## src/sv/assert_macros.svh

```systemverilog
// assertion macros for the rtl files, included by ccl_ctrl
`ifndef ASSERT_MACROS_SVH
`define ASSERT_MACROS_SVH

`ifndef SYNTH
// antecedent implies consequent in the same cycle
`define CCL_ASSERT_IMP(lbl, clk, rst_n, ante, cons) \
    lbl: assert property (@(posedge clk) disable iff (!rst_n) (ante) |-> (cons)) \
        else $error("assertion failed");
// antecedent implies consequent in the next cycle
`define CCL_ASSERT_NXT(lbl, clk, rst_n, ante, cons) \
    lbl: assert property (@(posedge clk) disable iff (!rst_n) (ante) |=> (cons)) \
        else $error("assertion failed");
`else
`define CCL_ASSERT_IMP(lbl, clk, rst_n, ante, cons)
`define CCL_ASSERT_NXT(lbl, clk, rst_n, ante, cons)
`endif

`endif

```

## src/sv/ccl_pkg.sv

```systemverilog
// ----------------------------------------------------------------------------
// ccl_pkg
// types, constants and helpers shared by the crossbar locator modules
// ----------------------------------------------------------------------------
package ccl_pkg;

    localparam int MAX_VERTICES = 1024;
    localparam int FRAME_WIDTH  = 320;
    localparam int FRAME_HEIGHT = 240;

    localparam int X_W      = 9;
    localparam int Y_W      = 8;
    localparam int CNT_W    = $clog2(MAX_VERTICES + 1);
    localparam int KEPT_W   = 10;
    localparam int KEPT_MAX = 1023;
    localparam int SUMX_W   = 20;
    localparam int SUMY_W   = 19;
    localparam int DIV_W    = SUMX_W;
    localparam int DVS_W    = KEPT_W + 1;
    localparam int ITER_W   = $clog2(DIV_W);
    localparam int SLOPE_W  = 16;
    localparam int MIN_W    = 9;
    localparam int CFG_W    = 16;
    localparam int PROD_W   = SLOPE_W + X_W;
    localparam int LX2_W    = 2 * X_W;
    localparam int LY2_W    = 2 * Y_W;
    localparam int LEN2_W   = LX2_W + 1;
    localparam int MIN2_W   = 2 * MIN_W;
    localparam int DIST_W   = 8;

    localparam logic [MIN_W-1:0]   MIN_BAR_RESET = MIN_W'(60);
    localparam logic [SLOPE_W-1:0] SLOPE_RESET   = SLOPE_W'(47615);

    // configuration register indexes
    localparam logic CFG_MIN_BAR_LEN = 1'b0;
    localparam logic CFG_SLOPE       = 1'b1;

    typedef struct packed {
        logic accept;       // vertex transaction taken
        logic close;        // current edge is the closing edge
        logic mul;          // product stage of an edge
        logic dec;          // decision and update stage of an edge
        logic div_start_x;
        logic div_start_y;
        logic latch_qx;
        logic load_result;
        logic clear;        // contour state back to reset values
    } t_dp_cmd;

    typedef struct packed {
        logic count_zero;
        logic last;
        logic div_busy;
        logic div_done;
        logic out_free;
    } t_dp_sts;

    function automatic logic [X_W-1:0] absdiff_x(input logic [X_W-1:0] a,
                                                 input logic [X_W-1:0] b);
        return (a >= b) ? (a - b) : (b - a);
    endfunction

    function automatic logic [Y_W-1:0] absdiff_y(input logic [Y_W-1:0] a,
                                                 input logic [Y_W-1:0] b);
        return (a >= b) ? (a - b) : (b - a);
    endfunction

endpackage

```

## src/sv/ccl_div.sv

```systemverilog
// ----------------------------------------------------------------------------
// ccl_div
// restoring divider, one quotient bit per cycle
// ----------------------------------------------------------------------------
module ccl_div import ccl_pkg::*; (
    input  logic              i_clk,
    input  logic              i_rst_n,
    input  logic              i_start,
    input  logic [DIV_W-1:0]  i_dividend,
    input  logic [DVS_W-1:0]  i_divisor,
    output logic [DIV_W-1:0]  o_quotient,
    output logic              o_busy,
    output logic              o_done
);

    logic [DIV_W-1:0]  r_q;
    logic [DVS_W-1:0]  r_rem;
    logic [DVS_W-1:0]  r_dvs;
    logic [ITER_W-1:0] r_iter;
    logic              r_busy;
    logic              r_done;

    logic [DVS_W:0]    rem_sh;
    logic              ge;
    logic [DVS_W:0]    rem_sub;

    always_comb begin
        rem_sh  = {r_rem, r_q[DIV_W-1]};
        ge      = (rem_sh >= {1'b0, r_dvs});
        rem_sub = rem_sh - {1'b0, r_dvs};
    end

    always_ff @(posedge i_clk) begin
        if (!i_rst_n) begin
            r_busy <= 1'b0;
            r_done <= 1'b0;
            r_iter <= '0;
        end else if (i_start) begin
            r_busy <= 1'b1;
            r_done <= 1'b0;
            r_iter <= '0;
        end else if (r_busy) begin
            r_iter <= r_iter + 1'b1;
            if (r_iter == ITER_W'(DIV_W - 1)) begin
                r_busy <= 1'b0;
                r_done <= 1'b1;
            end
        end
    end

    always_ff @(posedge i_clk) begin
        if (i_start) begin
            r_q   <= i_dividend;
            r_rem <= '0;
            r_dvs <= i_divisor;
        end else if (r_busy) begin
            r_q   <= {r_q[DIV_W-2:0], ge};
            r_rem <= ge ? rem_sub[DVS_W-1:0] : rem_sh[DVS_W-1:0];
        end
    end

    assign o_quotient = r_q;
    assign o_busy     = r_busy;
    assign o_done     = r_done;

endmodule

```

## src/sv/ccl_dp.sv

```systemverilog
// ----------------------------------------------------------------------------
// ccl_dp
// datapath: vertex and run registers, edge products, sums, divider, result
// ----------------------------------------------------------------------------
module ccl_dp import ccl_pkg::*; (
    input  logic               i_clk,
    input  logic               i_rst_n,
    input  t_dp_cmd            i_cmd,
    output t_dp_sts            o_sts,
    input  logic [X_W-1:0]     i_vertex_x,
    input  logic [Y_W-1:0]     i_vertex_y,
    input  logic               i_final_vertex,
    input  logic               i_cfg_we,
    input  logic               i_cfg_index,
    input  logic [CFG_W-1:0]   i_cfg_data,
    input  logic               i_out_stall,
    output logic               o_out_valid,
    output logic               o_bar_found,
    output logic [DIST_W-1:0]  o_bar_distance,
    output logic [X_W-1:0]     o_bar_center_x,
    output logic [KEPT_W-1:0]  o_bar_count
);

    // configuration
    logic [MIN_W-1:0]   r_min_bar;
    logic [SLOPE_W-1:0] r_slope;
    logic [MIN2_W-1:0]  r_min_sq;

    // contour state
    logic [X_W-1:0]    r_first_x, r_prev_x, r_cur_x;
    logic [Y_W-1:0]    r_first_y, r_prev_y, r_cur_y;
    logic              r_last;
    logic [CNT_W-1:0]  r_count;
    logic [X_W-1:0]    r_left_x, r_right_x;
    logic [Y_W-1:0]    r_left_y, r_right_y;
    logic              r_run_active;
    logic [SUMX_W-1:0] r_sum_x;
    logic [SUMY_W-1:0] r_sum_y;
    logic [KEPT_W-1:0] r_kept;

    // product stage
    logic [PROD_W-1:0] r_slope_prod;
    logic [Y_W-1:0]    r_ady;
    logic [LX2_W-1:0]  r_lx2;
    logic [LY2_W-1:0]  r_ly2;

    // division
    logic [DIV_W-1:0]  r_qx;
    logic [DIV_W-1:0]  div_q;
    logic [DIV_W-1:0]  div_dividend;
    logic              div_busy;
    logic              div_done;

    // output register
    logic              r_out_valid;
    logic              r_found;
    logic [DIST_W-1:0] r_dist;
    logic [X_W-1:0]    r_cx;
    logic [KEPT_W-1:0] r_cnt;

    logic [X_W-1:0]    x0, x1, adx, lx;
    logic [Y_W-1:0]    y0, y1, ady, ly;
    logic              horiz;
    logic              keep;
    logic [LEN2_W-1:0] len2;
    logic [X_W-1:0]    n_left_x, n_right_x, left_a_x, right_a_x;
    logic [Y_W-1:0]    n_left_y, n_right_y, left_a_y, right_a_y;
    logic              enough;
    logic              n_found;
    logic [DIST_W-1:0] n_dist;

    // edge endpoints: open edge runs prev to cur, closing edge runs cur to first
    always_comb begin
        x0  = i_cmd.close ? r_cur_x   : r_prev_x;
        y0  = i_cmd.close ? r_cur_y   : r_prev_y;
        x1  = i_cmd.close ? r_first_x : r_cur_x;
        y1  = i_cmd.close ? r_first_y : r_cur_y;
        adx = absdiff_x(x1, x0);
        ady = absdiff_y(y1, y0);
        lx  = absdiff_x(r_right_x, r_left_x);
        ly  = absdiff_y(r_right_y, r_left_y);
    end

    always_comb begin
        horiz = ({1'b0, r_ady, 16'd0} <= r_slope_prod);
        len2  = LEN2_W'(r_lx2) + LEN2_W'(r_ly2);
        keep  = (len2 > LEN2_W'(r_min_sq)) && (r_kept < KEPT_W'(KEPT_MAX));

        // two points in order, ties go to the later point
        if (x0 <= r_left_x) begin
            left_a_x = x0;
            left_a_y = y0;
        end else begin
            left_a_x = r_left_x;
            left_a_y = r_left_y;
        end
        if (x0 >= r_right_x) begin
            right_a_x = x0;
            right_a_y = y0;
        end else begin
            right_a_x = r_right_x;
            right_a_y = r_right_y;
        end
        if (x1 <= left_a_x) begin
            n_left_x = x1;
            n_left_y = y1;
        end else begin
            n_left_x = left_a_x;
            n_left_y = left_a_y;
        end
        if (x1 >= right_a_x) begin
            n_right_x = x1;
            n_right_y = y1;
        end else begin
            n_right_x = right_a_x;
            n_right_y = right_a_y;
        end
    end

    always_ff @(posedge i_clk) begin
        if (!i_rst_n) begin
            r_min_bar <= MIN_BAR_RESET;
            r_slope   <= SLOPE_RESET;
        end else if (i_cfg_we) begin
            case (i_cfg_index)
                CFG_MIN_BAR_LEN: r_min_bar <= i_cfg_data[MIN_W-1:0];
                CFG_SLOPE:       r_slope   <= i_cfg_data[SLOPE_W-1:0];
                default:         r_slope   <= r_slope;
            endcase
        end
    end

    always_ff @(posedge i_clk) begin
        r_min_sq <= MIN2_W'(r_min_bar) * MIN2_W'(r_min_bar);
        if (i_cmd.mul) begin
            r_slope_prod <= PROD_W'(r_slope) * PROD_W'(adx);
            r_ady        <= ady;
            r_lx2        <= LX2_W'(lx) * LX2_W'(lx);
            r_ly2        <= LY2_W'(ly) * LY2_W'(ly);
        end
    end

    always_ff @(posedge i_clk) begin
        if (i_cmd.accept) begin
            r_cur_x <= i_vertex_x;
            r_cur_y <= i_vertex_y;
            r_last  <= i_final_vertex;
        end
        if (i_cmd.accept && r_count == '0) begin
            r_first_x <= i_vertex_x;
            r_first_y <= i_vertex_y;
            r_prev_x  <= i_vertex_x;
            r_prev_y  <= i_vertex_y;
        end else if (i_cmd.dec && !i_cmd.close) begin
            r_prev_x <= r_cur_x;
            r_prev_y <= r_cur_y;
        end
    end

    always_ff @(posedge i_clk) begin
        if (!i_rst_n || i_cmd.clear) begin
            r_count      <= '0;
            r_left_x     <= X_W'(FRAME_WIDTH);
            r_left_y     <= '0;
            r_right_x    <= '0;
            r_right_y    <= '0;
            r_run_active <= 1'b0;
            r_sum_x      <= '0;
            r_sum_y      <= '0;
            r_kept       <= '0;
        end else begin
            if (i_cmd.accept && r_count != CNT_W'(MAX_VERTICES)) begin
                r_count <= r_count + 1'b1;
            end
            if (i_cmd.dec) begin
                if (horiz) begin
                    r_left_x     <= n_left_x;
                    r_left_y     <= n_left_y;
                    r_right_x    <= n_right_x;
                    r_right_y    <= n_right_y;
                    r_run_active <= 1'b1;
                end else if (r_run_active) begin
                    if (keep) begin
                        r_sum_x <= r_sum_x + SUMX_W'(r_left_x) + SUMX_W'(r_right_x);
                        r_sum_y <= r_sum_y + SUMY_W'(r_left_y) + SUMY_W'(r_right_y);
                        r_kept  <= r_kept + 1'b1;
                    end
                    r_left_x     <= X_W'(FRAME_WIDTH);
                    r_left_y     <= '0;
                    r_right_x    <= '0;
                    r_right_y    <= '0;
                    r_run_active <= 1'b0;
                end
            end
        end
    end

    assign div_dividend = i_cmd.div_start_y ? DIV_W'(r_sum_y) : r_sum_x;

    ccl_div u_div (
        .i_clk      (i_clk),
        .i_rst_n    (i_rst_n),
        .i_start    (i_cmd.div_start_x | i_cmd.div_start_y),
        .i_dividend (div_dividend),
        .i_divisor  ({r_kept, 1'b0}),
        .o_quotient (div_q),
        .o_busy     (div_busy),
        .o_done     (div_done)
    );

    always_ff @(posedge i_clk) begin
        if (i_cmd.latch_qx) begin
            r_qx <= div_q;
        end
    end

    always_comb begin
        enough  = (r_count >= CNT_W'(3));
        n_found = enough && (r_kept != '0);
        n_dist  = (div_q > DIV_W'(FRAME_HEIGHT)) ? '0
                : DIST_W'(DIV_W'(FRAME_HEIGHT) - div_q);
    end

    always_ff @(posedge i_clk) begin
        if (!i_rst_n) begin
            r_out_valid <= 1'b0;
        end else if (i_cmd.load_result) begin
            r_out_valid <= 1'b1;
        end else if (!i_out_stall) begin
            r_out_valid <= 1'b0;
        end
    end

    always_ff @(posedge i_clk) begin
        if (i_cmd.load_result) begin
            r_found <= n_found;
            r_dist  <= n_found ? n_dist : '0;
            r_cx    <= n_found ? r_qx[X_W-1:0] : '0;
            r_cnt   <= enough ? r_kept : '0;
        end
    end

    always_comb begin
        o_sts.count_zero = (r_count == '0);
        o_sts.last       = r_last;
        o_sts.div_busy   = div_busy;
        o_sts.div_done   = div_done;
        o_sts.out_free   = !r_out_valid || !i_out_stall;
    end

    assign o_out_valid    = r_out_valid;
    assign o_bar_found    = r_found;
    assign o_bar_distance = r_dist;
    assign o_bar_center_x = r_cx;
    assign o_bar_count    = r_cnt;

endmodule

```

## src/sv/ccl_ctrl.sv

```systemverilog
// ----------------------------------------------------------------------------
// ccl_ctrl
// controller: sequences vertex intake, edge stages, division and result
// ----------------------------------------------------------------------------
`include "assert_macros.svh"

module ccl_ctrl import ccl_pkg::*; (
    input  logic    i_clk,
    input  logic    i_rst_n,
    input  logic    i_in_valid,
    input  logic    i_final_vertex,
    output logic    o_in_stall,
    input  t_dp_sts i_sts,
    output t_dp_cmd o_cmd
);

    typedef enum logic [6:0] {
        S_IDLE = 7'b0000001,
        S_MUL  = 7'b0000010,
        S_DEC  = 7'b0000100,
        S_DIVS = 7'b0001000,
        S_DIVX = 7'b0010000,
        S_DIVY = 7'b0100000,
        S_RES  = 7'b1000000
    } t_state;

    t_state r_state, n_state;
    logic   r_close, n_close;
    logic   in_div;

    always_ff @(posedge i_clk) begin
        if (!i_rst_n) begin
            r_state <= S_IDLE;
            r_close <= 1'b0;
        end else begin
            r_state <= n_state;
            r_close <= n_close;
        end
    end

    always_comb begin
        n_state = r_state;
        n_close = r_close;
        o_cmd   = '0;
        o_cmd.close = r_close;
        unique case (r_state)
            S_IDLE: begin
                if (i_in_valid) begin
                    o_cmd.accept = 1'b1;
                    if (!i_sts.count_zero) begin
                        n_close = 1'b0;
                        n_state = S_MUL;
                    end else if (i_final_vertex) begin
                        n_close = 1'b1;
                        n_state = S_MUL;
                    end
                end
            end
            S_MUL: begin
                o_cmd.mul = 1'b1;
                n_state   = S_DEC;
            end
            S_DEC: begin
                o_cmd.dec = 1'b1;
                if (r_close) begin
                    n_state = S_DIVS;
                end else if (i_sts.last) begin
                    n_close = 1'b1;
                    n_state = S_MUL;
                end else begin
                    n_state = S_IDLE;
                end
            end
            // sums and kept count settle after the closing edge update
            S_DIVS: begin
                o_cmd.div_start_x = 1'b1;
                n_state = S_DIVX;
            end
            S_DIVX: begin
                if (i_sts.div_done) begin
                    o_cmd.latch_qx    = 1'b1;
                    o_cmd.div_start_y = 1'b1;
                    n_state = S_DIVY;
                end
            end
            S_DIVY: begin
                if (i_sts.div_done) begin
                    n_state = S_RES;
                end
            end
            S_RES: begin
                if (i_sts.out_free) begin
                    o_cmd.load_result = 1'b1;
                    o_cmd.clear       = 1'b1;
                    n_close = 1'b0;
                    n_state = S_IDLE;
                end
            end
            default: begin
                n_state = S_IDLE;
            end
        endcase
    end

    assign o_in_stall = (r_state != S_IDLE);
    assign in_div     = (r_state == S_DIVX) || (r_state == S_DIVY);

    `CCL_ASSERT_IMP(a_load_free, i_clk, i_rst_n, o_cmd.load_result, i_sts.out_free)
    `CCL_ASSERT_IMP(a_div_live, i_clk, i_rst_n, in_div, i_sts.div_busy || i_sts.div_done)
    `CCL_ASSERT_NXT(a_start_div, i_clk, i_rst_n, o_cmd.div_start_x || o_cmd.div_start_y, i_sts.div_busy && !i_sts.div_done)
    `CCL_ASSERT_NXT(a_clear_zero, i_clk, i_rst_n, o_cmd.clear, i_sts.count_zero)

endmodule

```

## src/sv/contour_crossbar_locator.sv

```systemverilog
// ----------------------------------------------------------------------------
// contour_crossbar_locator
// finds long near-horizontal runs along a closed contour and reports the
// average endpoint position of the kept runs once per contour
// ----------------------------------------------------------------------------
// sequence: a vertex that is not final passes intake, product and update;
//   the first vertex of a contour passes intake only unless it is also final
// final vertex: own edge, closing edge, two 20-step divisions, then the result
//   loads when the output is free and intake resumes; a lone vertex has no own edge
// intake: a new vertex waits until the last one is through product and update
// reset: synchronous active low, contour state cleared, registers to 60, 47615
module contour_crossbar_locator import ccl_pkg::*; (
    input  logic               i_clk,
    input  logic               i_rst_n,
    // vertex channel
    input  logic               i_in_valid,
    output logic               o_in_stall,
    input  logic [X_W-1:0]     i_vertex_x,
    input  logic [Y_W-1:0]     i_vertex_y,
    input  logic               i_final_vertex,
    // result channel
    output logic               o_out_valid,
    input  logic               i_out_stall,
    output logic               o_bar_found,
    output logic [DIST_W-1:0]  o_bar_distance,
    output logic [X_W-1:0]     o_bar_center_x,
    output logic [KEPT_W-1:0]  o_bar_count,
    // configuration write port, index 0 min_bar_length, 1 horizontal_slope_q16
    input  logic               i_cfg_we,
    input  logic               i_cfg_index,
    input  logic [CFG_W-1:0]   i_cfg_data
);

    // command and status between controller and datapath
    t_dp_cmd cmd;
    t_dp_sts sts;

    // controller: one-hot sequencer, accepts a vertex transaction only when idle;
    // a result waiting in the output register does not block new vertices
    ccl_ctrl u_ctrl (
        .i_clk          (i_clk),
        .i_rst_n        (i_rst_n),
        .i_in_valid     (i_in_valid),
        .i_final_vertex (i_final_vertex),
        .o_in_stall     (o_in_stall),
        .i_sts          (sts),
        .o_cmd          (cmd)
    );

    // datapath: edge slope test |dy|*2^16 <= slope*|dx|, run tracking,
    // squared-length check, coordinate sums, divider and output register
    ccl_dp u_dp (
        .i_clk          (i_clk),
        .i_rst_n        (i_rst_n),
        .i_cmd          (cmd),
        .o_sts          (sts),
        .i_vertex_x     (i_vertex_x),
        .i_vertex_y     (i_vertex_y),
        .i_final_vertex (i_final_vertex),
        .i_cfg_we       (i_cfg_we),
        .i_cfg_index    (i_cfg_index),
        .i_cfg_data     (i_cfg_data),
        .i_out_stall    (i_out_stall),
        .o_out_valid    (o_out_valid),
        .o_bar_found    (o_bar_found),
        .o_bar_distance (o_bar_distance),
        .o_bar_center_x (o_bar_center_x),
        .o_bar_count    (o_bar_count)
    );

endmodule

```

## config.mk

```make
export PLATFORM = sky130hd
export DESIGN_NAME = contour_crossbar_locator
export DESIGN_NICKNAME = d
export VERILOG_FILES = /design/src/sv/ccl_pkg.sv /design/src/sv/ccl_div.sv /design/src/sv/ccl_dp.sv /design/src/sv/ccl_ctrl.sv /design/src/sv/contour_crossbar_locator.sv
export VERILOG_INCLUDE_DIRS = /design/src /design/src/sv
export SDC_FILE = /design/constraint.sdc
export NUM_CORES = 1
export LEC_CHECK = 0
export BUFFER_PORTS_ARGS = -buffer_cell sky130_fd_sc_hd__buf_4
export CORE_UTILIZATION = 40
export DETAILED_ROUTE_END_ITERATION = 10
export HOLD_SLACK_MARGIN = 0.12
export PLACE_DENSITY = 0.53
export RECOVER_POWER = 50
export SLEW_MARGIN = 20
export SYNTH_ARGS = -nofsm -noshare
export SYNTH_HDL_FRONTEND = slang
export SYNTH_SLANG_ARGS = --single-unit
```

## constraint.sdc

```tcl
create_clock -name i_clk -period 10.09 [get_ports i_clk]
set_input_delay 2.018 -clock i_clk [delete_from_list [all_inputs] [get_ports i_clk]]
set_output_delay 2.018 -clock i_clk [all_outputs]
set_load 0.02 [all_outputs]
```

Word level (Yosys, flattened, before mapping)
Index checks and enable logic that the tools add are counted.
{"block": "classes", "n_addsub": 18, "n_mul": 4, "magnitude_cmp": 14, "n_eq_ne": 18, "muxes": 62, "bitwise": 5, "reduce_logical": 28}
{"cell": "2-to-1 mux 9 bit", "n": 14}
{"cell": "2-to-1 mux 8 bit", "n": 13}
{"cell": "2-to-1 mux 20 bit", "n": 3}
{"cell": "case mux 7 bit (7 select lines)", "n": 1}
{"cell": "2-to-1 mux 7 bit", "n": 6}
{"cell": "adder 20 x 9 -> 20 bit", "n": 2}
{"cell": "adder 19 x 8 -> 19 bit", "n": 2}
{"cell": ">= comparator 9 bit", "n": 4}
{"cell": "multiplier 9 x 9 -> 18 bit", "n": 2}
{"cell": "subtractor 9 bit", "n": 4}
{"cell": "subtractor 8 bit", "n": 4}
{"cell": "less-or-equal comparator 24 x 25 -> 1 bit", "n": 1}
{"cell": "multiplier 16 x 9 -> 25 bit", "n": 1}
{"cell": "greater-than comparator 20 x 8 -> 1 bit (second input constant)", "n": 1}
{"cell": "adder 18 x 16 -> 19 bit", "n": 1}
{"cell": "greater-than comparator 19 x 18 -> 1 bit", "n": 1}
{"cell": "less-or-equal comparator 9 bit", "n": 2}
{"cell": "2-to-1 mux 1 bit", "n": 17}
{"cell": ">= comparator 8 bit", "n": 2}
{"cell": "multiplier 8 x 8 -> 16 bit", "n": 1}
{"cell": ">= comparator 12 x 11 -> 1 bit", "n": 1}
{"cell": "adder 11 x 1 -> 11 bit (second input constant)", "n": 1}
{"cell": ">= comparator 11 x 2 -> 1 bit (second input constant)", "n": 1}
{"cell": "zero test 11 bit", "n": 1}
{"cell": "other kinds (35)", "n": 63}
{"block": "totals", "register_bits": 351, "in_bits": 40, "output_inout_bits": 30, "word_cells": 186}

Longest topological paths before layout
{"block": "depth", "word_depth": 6, "depth_mapped": 34, "mapped_depth_nobuf": 31}

Cells and area by module
Synthesis repeated with hierarchy kept, for this count alone.
{"block": "unflattened", "cells_unflattened": 3275, "hier_area_um2": 30752.0}
{"mod": "ccl_dp", "n_inst": 1, "cells_each": 2952, "area_per_inst_um2": 27368.7, "seq_area_each_um2": 7387.1}
{"mod": "ccl_div", "n_inst": 1, "cells_each": 252, "area_per_inst_um2": 2775.2, "seq_area_each_um2": 1291.2}
{"mod": "ccl_ctrl", "n_inst": 1, "cells_each": 71, "area_per_inst_um2": 608.1, "seq_area_each_um2": 160.2}

Worst setup path after synthesis
No wires, ideal clock.
{"block": "synth_path", "path_kind": "reg2reg", "from": "register u_ctrl.r_close", "to": "register u_dp.r_slope_prod[23], data pin", "arrival_time_ps": 8627, "required_time_ps": 9833, "slack_ps": 1206, "path_stages_with_launch": 32, "n_path_buf": 3, "cell_sequence": "dfxtp_1 -> clkbuf_1 -> clkbuf_1 -> mux2i_1 -> inv_1 -> ha_1 -> nand2b_1 -> a21o_1 -> a211oi_2 -> o21ai_2 -> and3_4 -> or2_2 -> or3b_1 -> o21ai_2 -> buf_6 -> mux2i_1 -> fa_1 -> fa_1 -> fa_1 -> inv_1 -> fa_1 -> inv_1 -> ha_1 -> a21o_1 -> a21oi_1 -> nor3b_1 -> nor3b_1 -> a211o_1 -> o21ai_0 -> o2111ai_1 -> a21o_1 -> xor2_1"}
{"block": "synth_between", "elab_chain_cells": 4, "word_cells_on_any_way": 7}
{"item": "start: declaration", "line_no": "ccl_ctrl.sv:28", "text": "logic r_close, n_close;"}
{"item": "start signal: assignment", "line_no": "ccl_ctrl.sv:37", "text": "r_close <= n_close;"}
{"item": "2-to-1 mux 9 bit (on tied branches)", "line_no": "ccl_dp.sv:74, ccl_dp.sv:76"}
{"item": "subtractor 9 bit / >= comparator 9 bit (equally long branches)", "line_no": "ccl_pkg.sv:60", "text": "return (a >= b) ? (a - b) : (b - a);"}
{"item": "2-to-1 mux 9 bit (*)", "line_no": "ccl_pkg.sv:60"}
{"item": "multiplier 16 x 9 -> 25 bit (*)", "line_no": "ccl_dp.sv:136", "text": "r_slope_prod <= PROD_W'(r_slope) * PROD_W'(adx);"}
{"item": "end signal: assignment", "line_no": "ccl_dp.sv:136"}
{"item": "end: declaration", "line_no": "ccl_dp.sv:42", "text": "logic [PROD_W-1:0] r_slope_prod;"}
Mark *: on every way between the ends. The rest lies on a longest branch, timed or not.
A chain may end at the register's enable or synchronous reset.

Worst setup path after layout
Same ends and word-level chain as after synthesis.

==> run metrics <==
Cells after Synth=3262; buffering stage count on the worst path with inverters included=5; mean instance size in the synthesized netlist=9.42 um^2; max-cap violation count=5; Finished Cell Area=33500 um^2; largest delay contributor family on the critical path=adder cells; cell repeated most along the worst path=sky130_fd_sc_hd__fa_1; worst hold stages=0; latest clock arrival within the worst-skew pair=0.57 ns; antenna violations before repair=0; # placed instances=4273; number of search-and-repair iterations in the first detailed-routing pass=5; routed len/inst=18.0 um; number of CTS-inserted buffers=43; number of I/O port buffers=69; buffer type at the clock tree root=sky130_fd_sc_hd__clkbuf_16; violated checks=capacitance limit, slew limit; violation count after the first detailed-route iteration=between 1000 and 1500; pin count of the biggest net entering global routing=76; effective utilization at floorplan=40.5%; RR Startpoint=u_ctrl.r_close$_SDFFE_PN0P_; kind of start point of the critical path=register; count of flip-flops with a built-in enable after synthesis=184; number of inserted filler cells in the final layout=between 7000 and 8000; Slowest cell on crit path=sky130_fd_sc_hd__ha_1; shortest period the worst path allows=between 9 and 10 ns; number of sinks driven by the clock tree=348; clock slew seen by the registers of the worst setup and hold paths=0.06 ns; total core area=75900 um^2; non-filler cells in the finished layout=4351; worst slew margin relative to its limit=-130%; maximum clock insertion buffer count=3; post-synthesis net count=3837; number of global-route vias before repair=23900; hold endpoint=u_dp.r_qx[1]$_DFFE_PP_; Final Slew Violations=between 150 and 200; I/O pin count=70; CP endpoint kind=register; via total after detailed routing=about 23000; Die ar.=just under 80000 um^2; Chip Width=279 um; Reg-to-Reg End=u_dp.r_slope_prod[23]$_DFFE_PP_; DP Area=between 30000 and 40000 um^2; area share of the largest cell type after synthesis=18.0%; top post-synthesis cells by count=sky130_fd_sc_hd__inv_1, sky130_fd_sc_hd__nand2_1, sky130_fd_sc_hd__ha_1; number of nets with antenna violations after routing=0; startpoint-to-endpoint class of the critical path=register to register; deepest level of the CTS H-tree=2; share of cells above drive strength 1=7.41%; Fmax achieved=about 110 MHz; final core occ=44.1%; area growth from synthesis to layout=9.09%; number of different library cells in the post-synthesis netlist=93; Async SR Flop Fraction=0%; count leader, synth=sky130_fd_sc_hd__inv_1; worst stage delay on the critical path=0.76 ns; Yosys warnings=0; status=finished, violations left; final wirelength=78.1 mm; ant diodes=0; Max Fanout on Critical Path=20; die outline height=279 um; combined flip-flop and latch cell area=around 8800 um^2; path type of the worst min-delay path=register to register; Std-Cell Rows=roughly 100; final clock period utilization by the worst path=94.2%; Worst EP arrival=9.82 ns; number of vias per cell=5.29; number of setup violations in the final report=0; R2R depth=28; startpoint of the most critical hold path=u_dp.u_div.o_quotient[1]$_DFFE_PP_; prevailing post-synth register cell=sky130_fd_sc_hd__edfxtp_1; clock tree from TritonCTS=built; Hold-fix buffers, CTS=0; post-synthesis sequential area ratio=between 20% and 30%; slew at the pin with the worst max-slew slack=3.45 ns; register bit total from synthesis=between 300 and 400; Req. time, crit path=around 10 ns; clock skew after layout=0.0263 ns; Hold Vio Cnt, Final=0; cell types with the largest area share after synthesis=sky130_fd_sc_hd__edfxtp_1, sky130_fd_sc_hd__fa_1, sky130_fd_sc_hd__ha_1, sky130_fd_sc_hd__dfxtp_1, sky130_fd_sc_hd__inv_1; global-route usage over all layers=about a fifth; wire length of the first global-routing pass=127 mm; Multi-input gate area=19800 um^2; routability congestion estimate=just under 0.9; Post-Syn Area=roughly 31000 um^2; GRT overflow=0; NumNets Final=3863; setup slack, reg-to-reg=0.58 ns; final sum of negative setup slack=0 ns; HPWL after detailed placement=61.6 mm; RSZ-0062 raised after global routing=false; cell accounting for the most synthesized area=sky130_fd_sc_hd__edfxtp_1; number of remaining DRC errors=0
## per-stage QoR
| step | worst slack, ns | hold WS (ns) |
|---|---|---|
| floorplan | 1.21 | 0.413 |
| global placement | 0.775 | 0.462 |
| detailed placement | 0.595 | 0.459 |
| CTS | 0.562 | 0.477 |
| global route | 0.0831 | 0.497 |
| finish | 0.582 | 0.476 |
## worst max-delay path by stage
| stage | endpoint | slack, ns | start | cells past startpoint |
|---|---|---|---|---|
| floorplan | u_dp.r_slope_prod[23]$_DFFE_PP_ | 1.21 | u_ctrl.r_close$_SDFFE_PN0P_ | 31 |
| global placement | u_dp.r_slope_prod[23]$_DFFE_PP_ | 0.77 | u_ctrl.r_close$_SDFFE_PN0P_ | 28 |
| detailed placement | u_dp.r_slope_prod[23]$_DFFE_PP_ | 0.60 | u_ctrl.r_close$_SDFFE_PN0P_ | 28 |
| CTS | u_dp.r_slope_prod[23]$_DFFE_PP_ | 0.56 | u_ctrl.r_close$_SDFFE_PN0P_ | 30 |
| global route | u_dp.r_slope_prod[23]$_DFFE_PP_ | 0.08 | u_ctrl.r_close$_SDFFE_PN0P_ | 29 |
| finish | u_dp.r_slope_prod[23]$_DFFE_PP_ | 0.58 | u_ctrl.r_close$_SDFFE_PN0P_ | 28 |
## cell families after synthesis
group | count (synthesis) | synth area share (%)
mux | 133 | 4.48
compound gates | 575 | 12.6
fa+ha+maj | 535 | 27.2
buf+inv | 560 | 7.07
flops | 348 | 28.7
simple gates | 975 | 16.1
xor+xnor | 136 | 3.90
## timing repair
item | 4_1_cts | 5_1_grt
setup endpoints to repair | 0 | 1
setup buffers | 0 | 0
gates resized for setup | 0 | 1
## routing by layer
metal  up-vias  track usage, %  part of all wire, %
li1      11200               -                    -
met1     11400            25.5                   44
met2       381            36.7                   50
met3       120            2.14                  3.3
met4         0            6.07                  3.0
met5         -               0                    0
## cell usage in the layout, fill, tap and decap left out, types with 13 or more instances in the layout
master                      instances
sky130_fd_sc_hd__inv_1            442
sky130_fd_sc_hd__nand2_1          322
sky130_fd_sc_hd__ha_1             314
sky130_fd_sc_hd__fa_1             221
sky130_fd_sc_hd__nor2_1           193
sky130_fd_sc_hd__edfxtp_1         184
sky130_fd_sc_hd__a21oi_1          164
sky130_fd_sc_hd__dfxtp_1          163
sky130_fd_sc_hd__mux2i_1           97
sky130_fd_sc_hd__xnor2_1           95
sky130_fd_sc_hd__o21ai_0           93
sky130_fd_sc_hd__buf_4             74
sky130_fd_sc_hd__and2_1            64
sky130_fd_sc_hd__nand3_1           55
sky130_fd_sc_hd__a21o_1            50
sky130_fd_sc_hd__nand2b_1          47
sky130_fd_sc_hd__clkbuf_16         44
sky130_fd_sc_hd__xor2_1            39
sky130_fd_sc_hd__clkbuf_1          36
sky130_fd_sc_hd__nor2b_1           35
sky130_fd_sc_hd__nand4_1           35
sky130_fd_sc_hd__mux2_2            35
sky130_fd_sc_hd__nor3_1            34
sky130_fd_sc_hd__o21a_1            31
sky130_fd_sc_hd__nor3b_1           31
sky130_fd_sc_hd__or3_1             29
sky130_fd_sc_hd__a21boi_0          28
sky130_fd_sc_hd__o211ai_1          21
sky130_fd_sc_hd__and3_1            21
sky130_fd_sc_hd__o31ai_1           21
sky130_fd_sc_hd__a22oi_1           20
sky130_fd_sc_hd__or2_2             19
sky130_fd_sc_hd__a211oi_1          17
sky130_fd_sc_hd__or4_1             16
sky130_fd_sc_hd__a31oi_1           14
sky130_fd_sc_hd__a211o_1           14
sky130_fd_sc_hd__and2_0            13
## cell type report
class                           instances  share of cell area, %
Clock buffer                           65                   3.70
Clock inverter                         13                  0.314
Inverter                              443                   4.96
Multi-Input combinational cell       2354                   58.9
Sequential cell                       348                   26.3
Tap cell                             1030                   3.84
Timing Repair Buffer                   98                   1.97
## registers in the layout, indices dropped and copies added (netlist names), 10 cells and up
signal / flops
u_dp.r_slope: 16
u_dp.o_bar_count: 10
u_dp.r_kept: 10
u_dp.u_div.o_quotient: 20
u_dp.r_min_sq: 17
u_dp.r_slope_prod: 25
u_dp.u_div.r_dvs: 10
u_dp.r_ly2: 15
u_dp.u_div.r_rem: 11
u_dp.r_count: 11
u_dp.r_sum_y: 19
u_dp.r_sum_x: 20
u_dp.r_lx2: 17
Power is left out: the tool's default activity adds up to more than one toggle a clock period on the data nets, which glitch-free logic cannot reach.
